--- src/rtl/uxbm_pkg.sv ---
// shared types, codes and helpers for the bank mapper decoder
package uxbm_pkg;

  typedef enum logic [1:0] {
    ACT_CPU_RD = 2'd0,
    ACT_CPU_WR = 2'd1,
    ACT_PPU_RD = 2'd2,
    ACT_PPU_WR = 2'd3
  } action_e;

  typedef enum logic [3:0] {
    TGT_NONE      = 4'd0,
    TGT_RAM       = 4'd1,
    TGT_PPU_REGS  = 4'd2,
    TGT_JOYPAD    = 4'd3,
    TGT_APU       = 4'd4,
    TGT_DMA       = 4'd5,
    TGT_BATTERY   = 4'd6,
    TGT_PRG       = 4'd7,
    TGT_BANK_SET  = 4'd8,
    TGT_CHR       = 4'd9,
    TGT_NAMETABLE = 4'd10,
    TGT_PALETTE   = 4'd11
  } target_e;

  typedef enum logic [1:0] {
    CFG_BANK_MASK       = 2'd0,
    CFG_FIXED_BANK      = 2'd1,
    CFG_VERTICAL_MIRROR = 2'd2,
    CFG_CHR_IS_RAM      = 2'd3
  } cfg_index_e;

  // kind of work left for the back end
  typedef enum logic [1:0] {
    OP_PASS     = 2'd0,
    OP_BANK_SET = 2'd1,
    OP_PRG_CUR  = 2'd2
  } op_e;

  localparam int unsigned BANK_W   = 4;
  localparam int unsigned OFFS_W   = 14;
  localparam int unsigned MADDR_W  = 18;
  localparam int unsigned CFG_IDX_W = 2;
  localparam int unsigned CFG_DATA_W = 4;

  typedef struct packed {
    logic [1:0]  action;
    logic [15:0] address;
    logic [7:0]  write_data;
  } req_t;

  typedef struct packed {
    logic [3:0]         target;
    logic [MADDR_W-1:0] mem_address;
    logic               write_enable;
    logic [7:0]         data_out;
    logic [BANK_W-1:0]  bank_now;
  } rsp_t;

  typedef struct packed {
    logic [BANK_W-1:0] bank_mask;
    logic [BANK_W-1:0] fixed_bank;
    logic              vertical_mirror;
    logic              chr_is_ram;
  } cfg_t;

  typedef struct packed {
    op_e                op;
    target_e            target;
    logic [MADDR_W-1:0] mem_address;
    logic               write_enable;
    logic [7:0]         data_out;
  } entry_t;

  // bank index reduced modulo the number of rom banks; exact for counts from 2 to 32
  function automatic logic [BANK_W-1:0] bank_mod(input logic [BANK_W-1:0] b,
                                                 input int unsigned count);
    logic [BANK_W:0] r;
    logic [BANK_W:0] c;
    r = {1'b0, b};
    c = (BANK_W+1)'(count);
    for (int i = 0; i < 8; i++) begin
      if (r >= c) begin
        r = r - c;
      end
    end
    return r[BANK_W-1:0];
  endfunction

endpackage

--- src/rtl/uxbm_stream_if.sv ---
// valid/ready channel carrying one payload struct
interface uxbm_stream_if #(parameter type payload_t = logic);
  logic     valid;
  logic     ready;
  payload_t data;

  modport source (output valid, output data, input ready);
  modport sink (input valid, input data, output ready);
endinterface

--- src/rtl/uxbm_front.sv ---
// front end: classifies a bus access into region, address and pending work
module uxbm_front #(
  parameter int unsigned PRG_BANK_COUNT = 16
) (
  input  uxbm_pkg::req_t   req_i,
  input  uxbm_pkg::cfg_t   cfg_i,
  output uxbm_pkg::entry_t entry_o
);
  import uxbm_pkg::*;

  logic [15:0] a;
  logic [13:0] v;
  logic        wr;
  logic        page;
  action_e     act;

  assign act  = action_e'(req_i.action);
  assign a    = req_i.address;
  assign v    = a[13:0];
  assign wr   = req_i.action[0];
  assign page = cfg_i.vertical_mirror ? v[10] : v[11];

  always_comb begin
    entry_o.op           = OP_PASS;
    entry_o.target       = TGT_NONE;
    entry_o.mem_address  = '0;
    entry_o.write_enable = 1'b0;
    case (act)
      ACT_CPU_RD, ACT_CPU_WR: begin
        if (a[15:13] == 3'b000) begin
          entry_o.target       = TGT_RAM;
          entry_o.mem_address  = MADDR_W'(a[10:0]);
          entry_o.write_enable = wr;
        end else if (a[15:14] == 2'b00) begin
          entry_o.target       = TGT_PPU_REGS;
          entry_o.mem_address  = MADDR_W'(a[2:0]);
          entry_o.write_enable = wr;
        end else if (a[15:5] == 11'h200) begin
          entry_o.mem_address  = MADDR_W'(a);
          entry_o.write_enable = wr;
          if (wr) begin
            if (a[4:0] == 5'h14) entry_o.target = TGT_DMA;
            else if (a[4:0] == 5'h16) entry_o.target = TGT_JOYPAD;
            else entry_o.target = TGT_APU;
          end else begin
            entry_o.target = (a[4:1] == 4'hB) ? TGT_JOYPAD : TGT_APU;
          end
        end else if (a[15:13] == 3'b010) begin
          entry_o.target = TGT_NONE;
        end else if (a[15:13] == 3'b011) begin
          entry_o.target       = TGT_BATTERY;
          entry_o.mem_address  = MADDR_W'(a[12:0]);
          entry_o.write_enable = wr;
        end else if (wr) begin
          if (cfg_i.bank_mask != '0) begin
            entry_o.op           = OP_BANK_SET;
            entry_o.target       = TGT_BANK_SET;
            entry_o.mem_address  = MADDR_W'(req_i.write_data[BANK_W-1:0] & cfg_i.bank_mask);
            entry_o.write_enable = 1'b1;
          end
        end else if (!a[14]) begin
          entry_o.op          = OP_PRG_CUR;
          entry_o.target      = TGT_PRG;
          entry_o.mem_address = MADDR_W'(a[13:0]);
        end else begin
          entry_o.target      = TGT_PRG;
          entry_o.mem_address = {bank_mod(cfg_i.fixed_bank, PRG_BANK_COUNT), a[13:0]};
        end
      end
      ACT_PPU_RD, ACT_PPU_WR: begin
        if (!v[13]) begin
          if (!wr || cfg_i.chr_is_ram) begin
            entry_o.target       = TGT_CHR;
            entry_o.mem_address  = MADDR_W'(v[12:0]);
            entry_o.write_enable = wr;
          end
        end else if (v[13:8] != 6'h3F) begin
          entry_o.target       = TGT_NAMETABLE;
          entry_o.mem_address  = MADDR_W'({page, v[9:0]});
          entry_o.write_enable = wr;
        end else begin
          entry_o.target       = TGT_PALETTE;
          entry_o.mem_address  = MADDR_W'(v[4:0]);
          entry_o.write_enable = wr;
        end
      end
      default: begin
        entry_o.target = TGT_NONE;
      end
    endcase
    entry_o.data_out = entry_o.write_enable ? req_i.write_data : 8'h00;
  end

endmodule

--- src/rtl/uxbm_fifo.sv ---
// two-entry queue between front and back end
module uxbm_fifo (
  input  logic             clk_i,
  input  logic             rst_ni,
  input  logic             push_i,
  input  uxbm_pkg::entry_t push_data_i,
  output logic             full_o,
  input  logic             pop_i,
  output logic             valid_o,
  output uxbm_pkg::entry_t pop_data_o
);
  import uxbm_pkg::*;

  localparam int unsigned DEPTH = 2;
  localparam int unsigned PTR_W = $clog2(DEPTH);
  localparam int unsigned CNT_W = $clog2(DEPTH + 1);

  entry_t             mem_q [DEPTH];
  logic [PTR_W-1:0]   wr_ptr_q, wr_ptr_d;
  logic [PTR_W-1:0]   rd_ptr_q, rd_ptr_d;
  logic [CNT_W-1:0]   cnt_q, cnt_d;
  logic               do_push, do_pop;

  assign full_o     = (cnt_q == CNT_W'(DEPTH));
  assign valid_o    = (cnt_q != '0);
  assign pop_data_o = mem_q[rd_ptr_q];
  assign do_push    = push_i && !full_o;
  assign do_pop     = pop_i && valid_o;

  always_comb begin
    wr_ptr_d = wr_ptr_q;
    rd_ptr_d = rd_ptr_q;
    cnt_d    = cnt_q;
    if (do_push) begin
      wr_ptr_d = (wr_ptr_q == PTR_W'(DEPTH - 1)) ? '0 : wr_ptr_q + 1'b1;
    end
    if (do_pop) begin
      rd_ptr_d = (rd_ptr_q == PTR_W'(DEPTH - 1)) ? '0 : rd_ptr_q + 1'b1;
    end
    if (do_push && !do_pop) cnt_d = cnt_q + 1'b1;
    else if (do_pop && !do_push) cnt_d = cnt_q - 1'b1;
  end

  always_ff @(posedge clk_i or negedge rst_ni) begin
    if (!rst_ni) begin
      wr_ptr_q <= '0;
      rd_ptr_q <= '0;
      cnt_q    <= '0;
    end else begin
      wr_ptr_q <= wr_ptr_d;
      rd_ptr_q <= rd_ptr_d;
      cnt_q    <= cnt_d;
    end
  end

  always_ff @(posedge clk_i) begin
    if (do_push) begin
      mem_q[wr_ptr_q] <= push_data_i;
    end
  end

endmodule

--- src/rtl/uxbm_back.sv ---
// back end: owns the bank register, finishes prg addresses, holds the result
module uxbm_back #(
  parameter int unsigned PRG_BANK_COUNT = 16
) (
  input  logic             clk_i,
  input  logic             rst_ni,
  input  logic             valid_i,
  input  uxbm_pkg::entry_t entry_i,
  output logic             pop_o,
  uxbm_stream_if.source    rsp_if
);
  import uxbm_pkg::*;

  logic              valid_q;
  rsp_t              rsp_q, rsp_d;
  logic [BANK_W-1:0] bank_q, bank_d;

  assign pop_o = valid_i && (!valid_q || rsp_if.ready);

  always_comb begin
    bank_d            = bank_q;
    rsp_d.target      = entry_i.target;
    rsp_d.mem_address = entry_i.mem_address;
    rsp_d.write_enable = entry_i.write_enable;
    rsp_d.data_out    = entry_i.data_out;
    case (entry_i.op)
      OP_BANK_SET: begin
        bank_d = entry_i.mem_address[BANK_W-1:0];
      end
      OP_PRG_CUR: begin
        rsp_d.mem_address = {bank_mod(bank_q, PRG_BANK_COUNT),
                             entry_i.mem_address[OFFS_W-1:0]};
      end
      default: begin
        bank_d = bank_q;
      end
    endcase
    rsp_d.bank_now = bank_d;
  end

  always_ff @(posedge clk_i or negedge rst_ni) begin
    if (!rst_ni) begin
      valid_q <= 1'b0;
      bank_q  <= '0;
    end else begin
      if (pop_o) begin
        valid_q <= 1'b1;
        bank_q  <= bank_d;
      end else if (rsp_if.ready) begin
        valid_q <= 1'b0;
      end
    end
  end

  always_ff @(posedge clk_i) begin
    if (pop_o) begin
      rsp_q <= rsp_d;
    end
  end

  assign rsp_if.valid = valid_q;
  assign rsp_if.data  = rsp_q;

endmodule

--- src/rtl/uxrom_bank_mapper_decode.sv ---
// top level of the switchable-bank cartridge mapper decoder
//
//   channel  dir  payload                                              handshake
//   req_if   in   action, address, write_data                          valid/ready
//   rsp_if   out  target, mem_address, write_enable, data_out, bank_now valid/ready
//   cfg      in   cfg_index_i, cfg_data_i                              cfg_we_i
//
// one access per cycle sustained while rsp_if is ready; a result passes through the queue register,
// then the output register in the back end
// the two-entry queue lets the request side keep flowing while a result is stalled
// reset clears the bank register to 0 and loads register defaults
module uxrom_bank_mapper_decode #(
  parameter int unsigned PRG_BANK_COUNT = 16
) (
  input  logic                                clk_i,
  input  logic                                rst_ni,
  input  logic                                cfg_we_i,
  input  logic [uxbm_pkg::CFG_IDX_W-1:0]      cfg_index_i,
  input  logic [uxbm_pkg::CFG_DATA_W-1:0]     cfg_data_i,
  uxbm_stream_if.sink                         req_if,
  uxbm_stream_if.source                       rsp_if
);
  import uxbm_pkg::*;

  cfg_t   cfg_q;
  entry_t front_entry;
  entry_t head_entry;
  logic   fifo_full;
  logic   fifo_valid;
  logic   pop;

  always_ff @(posedge clk_i or negedge rst_ni) begin
    if (!rst_ni) begin
      cfg_q.bank_mask       <= 4'hF;
      cfg_q.fixed_bank      <= 4'hF;
      cfg_q.vertical_mirror <= 1'b0;
      cfg_q.chr_is_ram      <= 1'b1;
    end else if (cfg_we_i) begin
      case (cfg_index_e'(cfg_index_i))
        CFG_BANK_MASK:       cfg_q.bank_mask       <= cfg_data_i[BANK_W-1:0];
        CFG_FIXED_BANK:      cfg_q.fixed_bank      <= cfg_data_i[BANK_W-1:0];
        CFG_VERTICAL_MIRROR: cfg_q.vertical_mirror <= cfg_data_i[0];
        CFG_CHR_IS_RAM:      cfg_q.chr_is_ram      <= cfg_data_i[0];
        default:             cfg_q                 <= cfg_q;
      endcase
    end
  end

  uxbm_front #(
    .PRG_BANK_COUNT(PRG_BANK_COUNT)
  ) u_front (
    .req_i  (req_if.data),
    .cfg_i  (cfg_q),
    .entry_o(front_entry)
  );

  assign req_if.ready = !fifo_full;

  uxbm_fifo u_fifo (
    .clk_i      (clk_i),
    .rst_ni     (rst_ni),
    .push_i     (req_if.valid),
    .push_data_i(front_entry),
    .full_o     (fifo_full),
    .pop_i      (pop),
    .valid_o    (fifo_valid),
    .pop_data_o (head_entry)
  );

  uxbm_back #(
    .PRG_BANK_COUNT(PRG_BANK_COUNT)
  ) u_back (
    .clk_i  (clk_i),
    .rst_ni (rst_ni),
    .valid_i(fifo_valid),
    .entry_i(head_entry),
    .pop_o  (pop),
    .rsp_if (rsp_if)
  );

endmodule
--- src/flat_wrapper.sv ---
// flat-port wrapper written by rule: the top's interface ports become plain ports
module uxrom_bank_mapper_decode_flat import uxbm_pkg::*;
#(
  parameter int unsigned PRG_BANK_COUNT = 16
)
  (clk_i, rst_ni, cfg_we_i, cfg_index_i, cfg_data_i, req_if_valid, req_if_data, req_if_ready, rsp_if_valid, rsp_if_data, rsp_if_ready);
  uxbm_stream_if req_if_i ();
  uxbm_stream_if rsp_if_i ();
  input  logic clk_i;
  input  logic rst_ni;
  input  logic cfg_we_i;
  input  logic [uxbm_pkg::CFG_IDX_W-1:0] cfg_index_i;
  input  logic [uxbm_pkg::CFG_DATA_W-1:0] cfg_data_i;
  input wire logic [$bits(req_if_i.valid)-1:0] req_if_valid;
  input wire logic [$bits(req_if_i.data)-1:0] req_if_data;
  output wire logic [$bits(req_if_i.ready)-1:0] req_if_ready;
  output wire logic [$bits(rsp_if_i.valid)-1:0] rsp_if_valid;
  output wire logic [$bits(rsp_if_i.data)-1:0] rsp_if_data;
  input wire logic [$bits(rsp_if_i.ready)-1:0] rsp_if_ready;
  assign req_if_i.valid = req_if_valid;
  assign req_if_i.data = req_if_data;
  assign req_if_ready = req_if_i.ready;
  assign rsp_if_valid = rsp_if_i.valid;
  assign rsp_if_data = rsp_if_i.data;
  assign rsp_if_i.ready = rsp_if_ready;
  uxrom_bank_mapper_decode #(.PRG_BANK_COUNT(PRG_BANK_COUNT)) u_core (.clk_i(clk_i), .rst_ni(rst_ni), .cfg_we_i(cfg_we_i), .cfg_index_i(cfg_index_i), .cfg_data_i(cfg_data_i), .req_if(req_if_i), .rsp_if(rsp_if_i));
endmodule
--- config.mk ---
export PLATFORM = sky130hd
export DESIGN_NAME = uxrom_bank_mapper_decode_flat
export DESIGN_NICKNAME = d
export VERILOG_FILES = /design/src/rtl/uxbm_pkg.sv /design/src/rtl/uxbm_stream_if.sv /design/src/rtl/uxbm_front.sv /design/src/rtl/uxbm_fifo.sv /design/src/rtl/uxbm_back.sv /design/src/rtl/uxrom_bank_mapper_decode.sv /design/src/flat_wrapper.sv
export SDC_FILE = /design/constraint.sdc
export NUM_CORES = 1
export LEC_CHECK = 0
export BUFFER_PORTS_ARGS = -buffer_cell sky130_fd_sc_hd__buf_2
export CORE_ASPECT_RATIO = 0.7
export CORE_MARGIN = 2
export CORE_UTILIZATION = 55
export CTS_BUF_LIST = sky130_fd_sc_hd__clkbuf_8
export DETAILED_ROUTE_END_ITERATION = 16
export PLACE_DENSITY = 0.83
export SKIP_CTS_REPAIR_TIMING = 1
export SLEW_MARGIN = 20
export SYNTH_ARGS = -nofsm -noshare
export SYNTH_HDL_FRONTEND = slang
export SYNTH_HIERARCHICAL = 1
export SYNTH_SLANG_ARGS = --single-unit
--- constraint.sdc ---
create_clock -name clk_i -period 2.5 [get_ports clk_i]
set_input_delay 0.125 -clock clk_i [delete_from_list [all_inputs] [get_ports clk_i]]
set_output_delay 0.125 -clock clk_i [all_outputs]
set_load 0.02 [all_outputs]
* After elaboration in Yosys (flattened, before gate mapping)
Cells that the tools add are included.
** Storage, ports and cells
- Bits of input ports :: 12
- Register bits after elaboration :: 8
** Cells by class
- Add/sub/neg operators :: 2
- Equality and inequality tests :: 2
- Reductions and logical operators :: 13
- Multiplexer cells :: 5
** Operator list (count)
- nonzero test 2 bit :: 3
- logical AND 1 bit :: 5
- zero test 1 bit :: 4
- two-way mux 2 bit :: 2
- two-way mux 4 bit :: 1
- adder 2 x 1 -> 2 bit (second input constant) :: 1
- == test 2 x 1 -> 1 bit (both inputs constant) :: 1
- == test 2 bit (second input constant) :: 1
- two-way mux 1 bit :: 2
- subtractor 2 x 1 -> 2 bit (second input constant) :: 1
- logical OR 1 bit :: 1

* Logic depth before layout (Yosys ltp)
- Word-level depth :: 7
- Mapped depth :: 7
- Mapped depth without buffers :: 7

* By module
The synthesis kept the hierarchy.
** By module, submodules not included
- uxbm_fifo :: instances 1, area an instance 2733.9 um^2, cells each 122
- uxbm_front :: instances 1, area an instance 664.4 um^2, cells each 92
- uxrom_bank_mapper_decode :: instances 1, area an instance 420.4 um^2, cells each 26
- uxbm_back :: instances 1, area an instance 142.6 um^2, cells each 9

* Least setup slack after synthesis
Ideal clock, no wire load.
- Kind :: reg2reg
- Start :: reg u_core.u_fifo.cnt_q[0]
- End :: reg, netlist name u_core/u_fifo/mem_q[0][0]
- Cell stages (with the launch flop) :: 4
- Period minus slack after synthesis :: 2.442 ns
- Arrival :: 2.019 ns
- Setup slack :: 0.058 ns
- Data required time :: 2.077 ns
- Setup time :: 0.423 ns
- Cell sequence :: dfrtp_1 nand2b_1 nand2_1 nor2_1
** RTL lines
- from (decl) :: RTL line uxbm_fifo.sv:21 : logic [CNT_W-1:0] cnt_q, cnt_d;
- from (signal assigned) :: RTL line uxbm_fifo.sv:52 : cnt_q <= cnt_d;

* Final worst setup path
- Start :: reg u_core.u_fifo.cnt_q[0]
- End :: reg u_core.u_fifo.cnt_q[1]
** On the way
- Cells in the longest elaborated chain, start to end :: 6
- Elaborated cells between the ends (all ways) :: 15
- Classes of those cells :: 2 x add/sub; 1 x eq/ne; 2 x mux; 10 x reduce/logical
** RTL lines
- nonzero test 2 bit * :: RTL line uxbm_fifo.sv:25 : assign valid_o = (cnt_q != '0);
- via u_core.fifo_valid :: RTL line uxrom_bank_mapper_decode.sv:29 : logic fifo_valid;
- logical AND 1 bit * :: RTL line uxbm_back.sv:18 : assign pop_o = valid_i && (!valid_q || rsp_if.ready);
- via u_core.pop :: RTL line uxrom_bank_mapper_decode.sv:30 : logic pop;
- logical AND 1 bit * :: RTL line uxbm_fifo.sv:28 : assign do_pop = pop_i && valid_o;
- zero test 1 bit :: RTL line uxbm_fifo.sv:40 : if (do_push && !do_pop) cnt_d = cnt_q + 1'b1;
- logical AND 1 bit :: RTL line uxbm_fifo.sv:40
- two-way mux 2 bit or nonzero test 2 bit (tied branches)
Mark *: on every way through the listed nets, which the timed path passes. The rest lies on a longest branch. The select of a mux whose other input is x is not followed.
A chain may end at the register's enable or synchronous reset.

==> flow_metrics.tcl <==
set metrics [dict create \
    cts_made_buffers 3 \
    finalSetupViolations 0 \
    required_ns 2.67 \
    antenna-diode-count 0 \
    grt_pass1_vias 563 \
    dieArea_sq_mm 0.002257 \
    yosys_warnings 6 \
    worstSetupStartpointType "flip-flop" \
    end_kind "flip-flop" \
    core-area_sq_mm 0.001822 \
    grt.overflow.total 0 \
    cp_max_fo 4 \
    period_share 0.6561 \
    rsz0062_at_grt "false" \
    clockBufferDepth 2 \
    slew_viol_final 0 \
    slowest_delay_ns 0.41 \
    rr_worst_depth 6 \
    hold_class "input pin to flip-flop" \
    tns_ns 0 \
    cap_violations 0 \
    num_vias 565 \
    cellPowerDensity_mw_per_mm2 952.0 \
    num_io_pins 15 \
    crit_chain "or2_1, and2_1, nand2_2, ha_1, nor2_1, xor2_1" \
    vias_per_cell 4.556 \
    area_growth_pct 10.84 \
    synth_cells 76 \
    worst_path_dominant_cell_family "simple AND/OR/NAND/NOR gates" \
    initial_utilization 0.5701 \
    first_pass_iters 2 \
    dpl.hpwl_um 1241 \
    nNetsFinal 116 \
    vdd_drop_max_mv 0.5853 \
    wirelength_um 1488 \
    synth_area_sq_mm 0.001038 \
    final-hold-violation-count 0 \
    path_clk_slew_ns 0.06 \
    place_congestion 0.6816 \
    critPathSlowestCell "dfrtp_1" \
    placedCellCount 119 \
    wl_per_cell_um 12.00 \
    cts_tree "done" \
    fin_ws_ns 0.8598 \
    fmax_mhz 609.7 \
    drc 0 \
    dieHeight_um 40.36 \
    grt_max_degree 12 \
    insertion_delay_ns 0.25 \
    grt_use_total 0.1542 \
    path_buf_inv 0 \
    clock_sinks 18 \
    p_total_mw 1.096 \
    io_buffer_count 14 \
    clock-root-buffer "clkbuf_8" \
    outcome "finished, final reports clean" \
    ant_nets 0 \
    period_needed_ns 1.640 \
    grt_pass1_wl_um 2463 \
    cp.depth 6 \
    finClkSkew_ns 0.003019 \
    syn_area_per_cell_sq_um 13.66 \
    arrival_ns 1.81 \
    htreeDepth 1 \
    place_ws_ns 0.8752 \
    die_w_um 55.94 \
    antenna_found_initial 0 \
    dr.first_iter.drc_count 2 \
    worstSetupPathType "flip-flop to flip-flop" \
    min_path_cells 2 \
    fp-row-count 13 \
    p_leak_nw 0.5231 \
    layout.cells.non_filler 124 \
    drive_gt1_frac 0.4020 \
]
final cells by class:
type | count | area (sq um)
fill | 155 | 670.6
sequential | 18 | 491.7
multi-input combinational | 61 | 491.7
timing repair buffer | 15 | 80.08
clock buffer | 3 | 41.29
tap | 22 | 27.53
inverter | 4 | 15.01
clock inverter | 1 | 3.754
layout by cell type (no fill, tap or decap), types with 2 or more instances in the layout:
master,count
buf_2,14
clkbuf_8,3
conb_1,16
dfrtp_1,6
dfstp_2,5
edfxtp_1,7
inv_1,4
mux2_2,5
mux2_4,5
nand2_1,3
nand2b_1,3
nand3_1,2
nor2_1,5
nor4_4,2
xnor2_1,3
xor2_1,2
path summary, 6_finish.rpt:
kind / startpoint / endpoint / slack, ns
hold reg to reg: u_core/u_fifo/cnt_q[1] / u_core/u_fifo/cnt_q[1] / 0.49
setup / recovery: u_core/u_fifo/cnt_q[0] / u_core/u_fifo/cnt_q[1] / 0.86
setup reg to reg: u_core/u_fifo/cnt_q[0] / u_core/u_fifo/cnt_q[1] / 0.86
max in group asynchronous: rst_ni / u_core/cfg_q[7] / 1.97
hold / removal: cfg_data_i[2] / u_core/cfg_q[8] / 0.11
min in group asynchronous: rst_ni / u_core/u_fifo/rd_ptr_q / 0.26
metrics by stage:
stage,hold slack [ns],utilization,instance area [sq um]
3_5_place_dp,0.004101,0.6016,1096
2_1_floorplan,-0.1706,-,1095
4_1_cts,-0.2640,0.6264,1141
3_3_place_gp,0.001486,0.6016,1096
5_1_grt,0.1007,0.6319,1151
6_report,0.1142,0.6319,1151
power breakdown:
group	switching (mW)	leakage, nW	internal, mW
clock network	0.0856	0.0231	0.109
registers	0.0653	0.188	0.428
logic	0.192	0.312	0.216
registers in the layout (all words and copies together) (netlist names):
name,flops
u_core/u_back/rsp_if.valid,1
u_core/u_back/bank_q,1
u_core/u_fifo/rd_ptr_q,1
u_core/u_back/rsp_if.data,1
u_core/u_fifo/cnt_q,2
u_core/u_fifo/mem_q,6
u_core/cfg_q,5
u_core/u_fifo/wr_ptr_q,1
layer usage:
metal | track usage | routed length, um | vias to the layer above
met5 | 0 | 0 | -
met3 | 0.05806 | 73 | 2
li1 | - | - | 290
met2 | 0.3006 | 786 | 13
met4 | 0.05357 | 6 | 0
met1 | 0.1623 | 622 | 260
No activity file was read; power rests on OpenSTA's default activity.
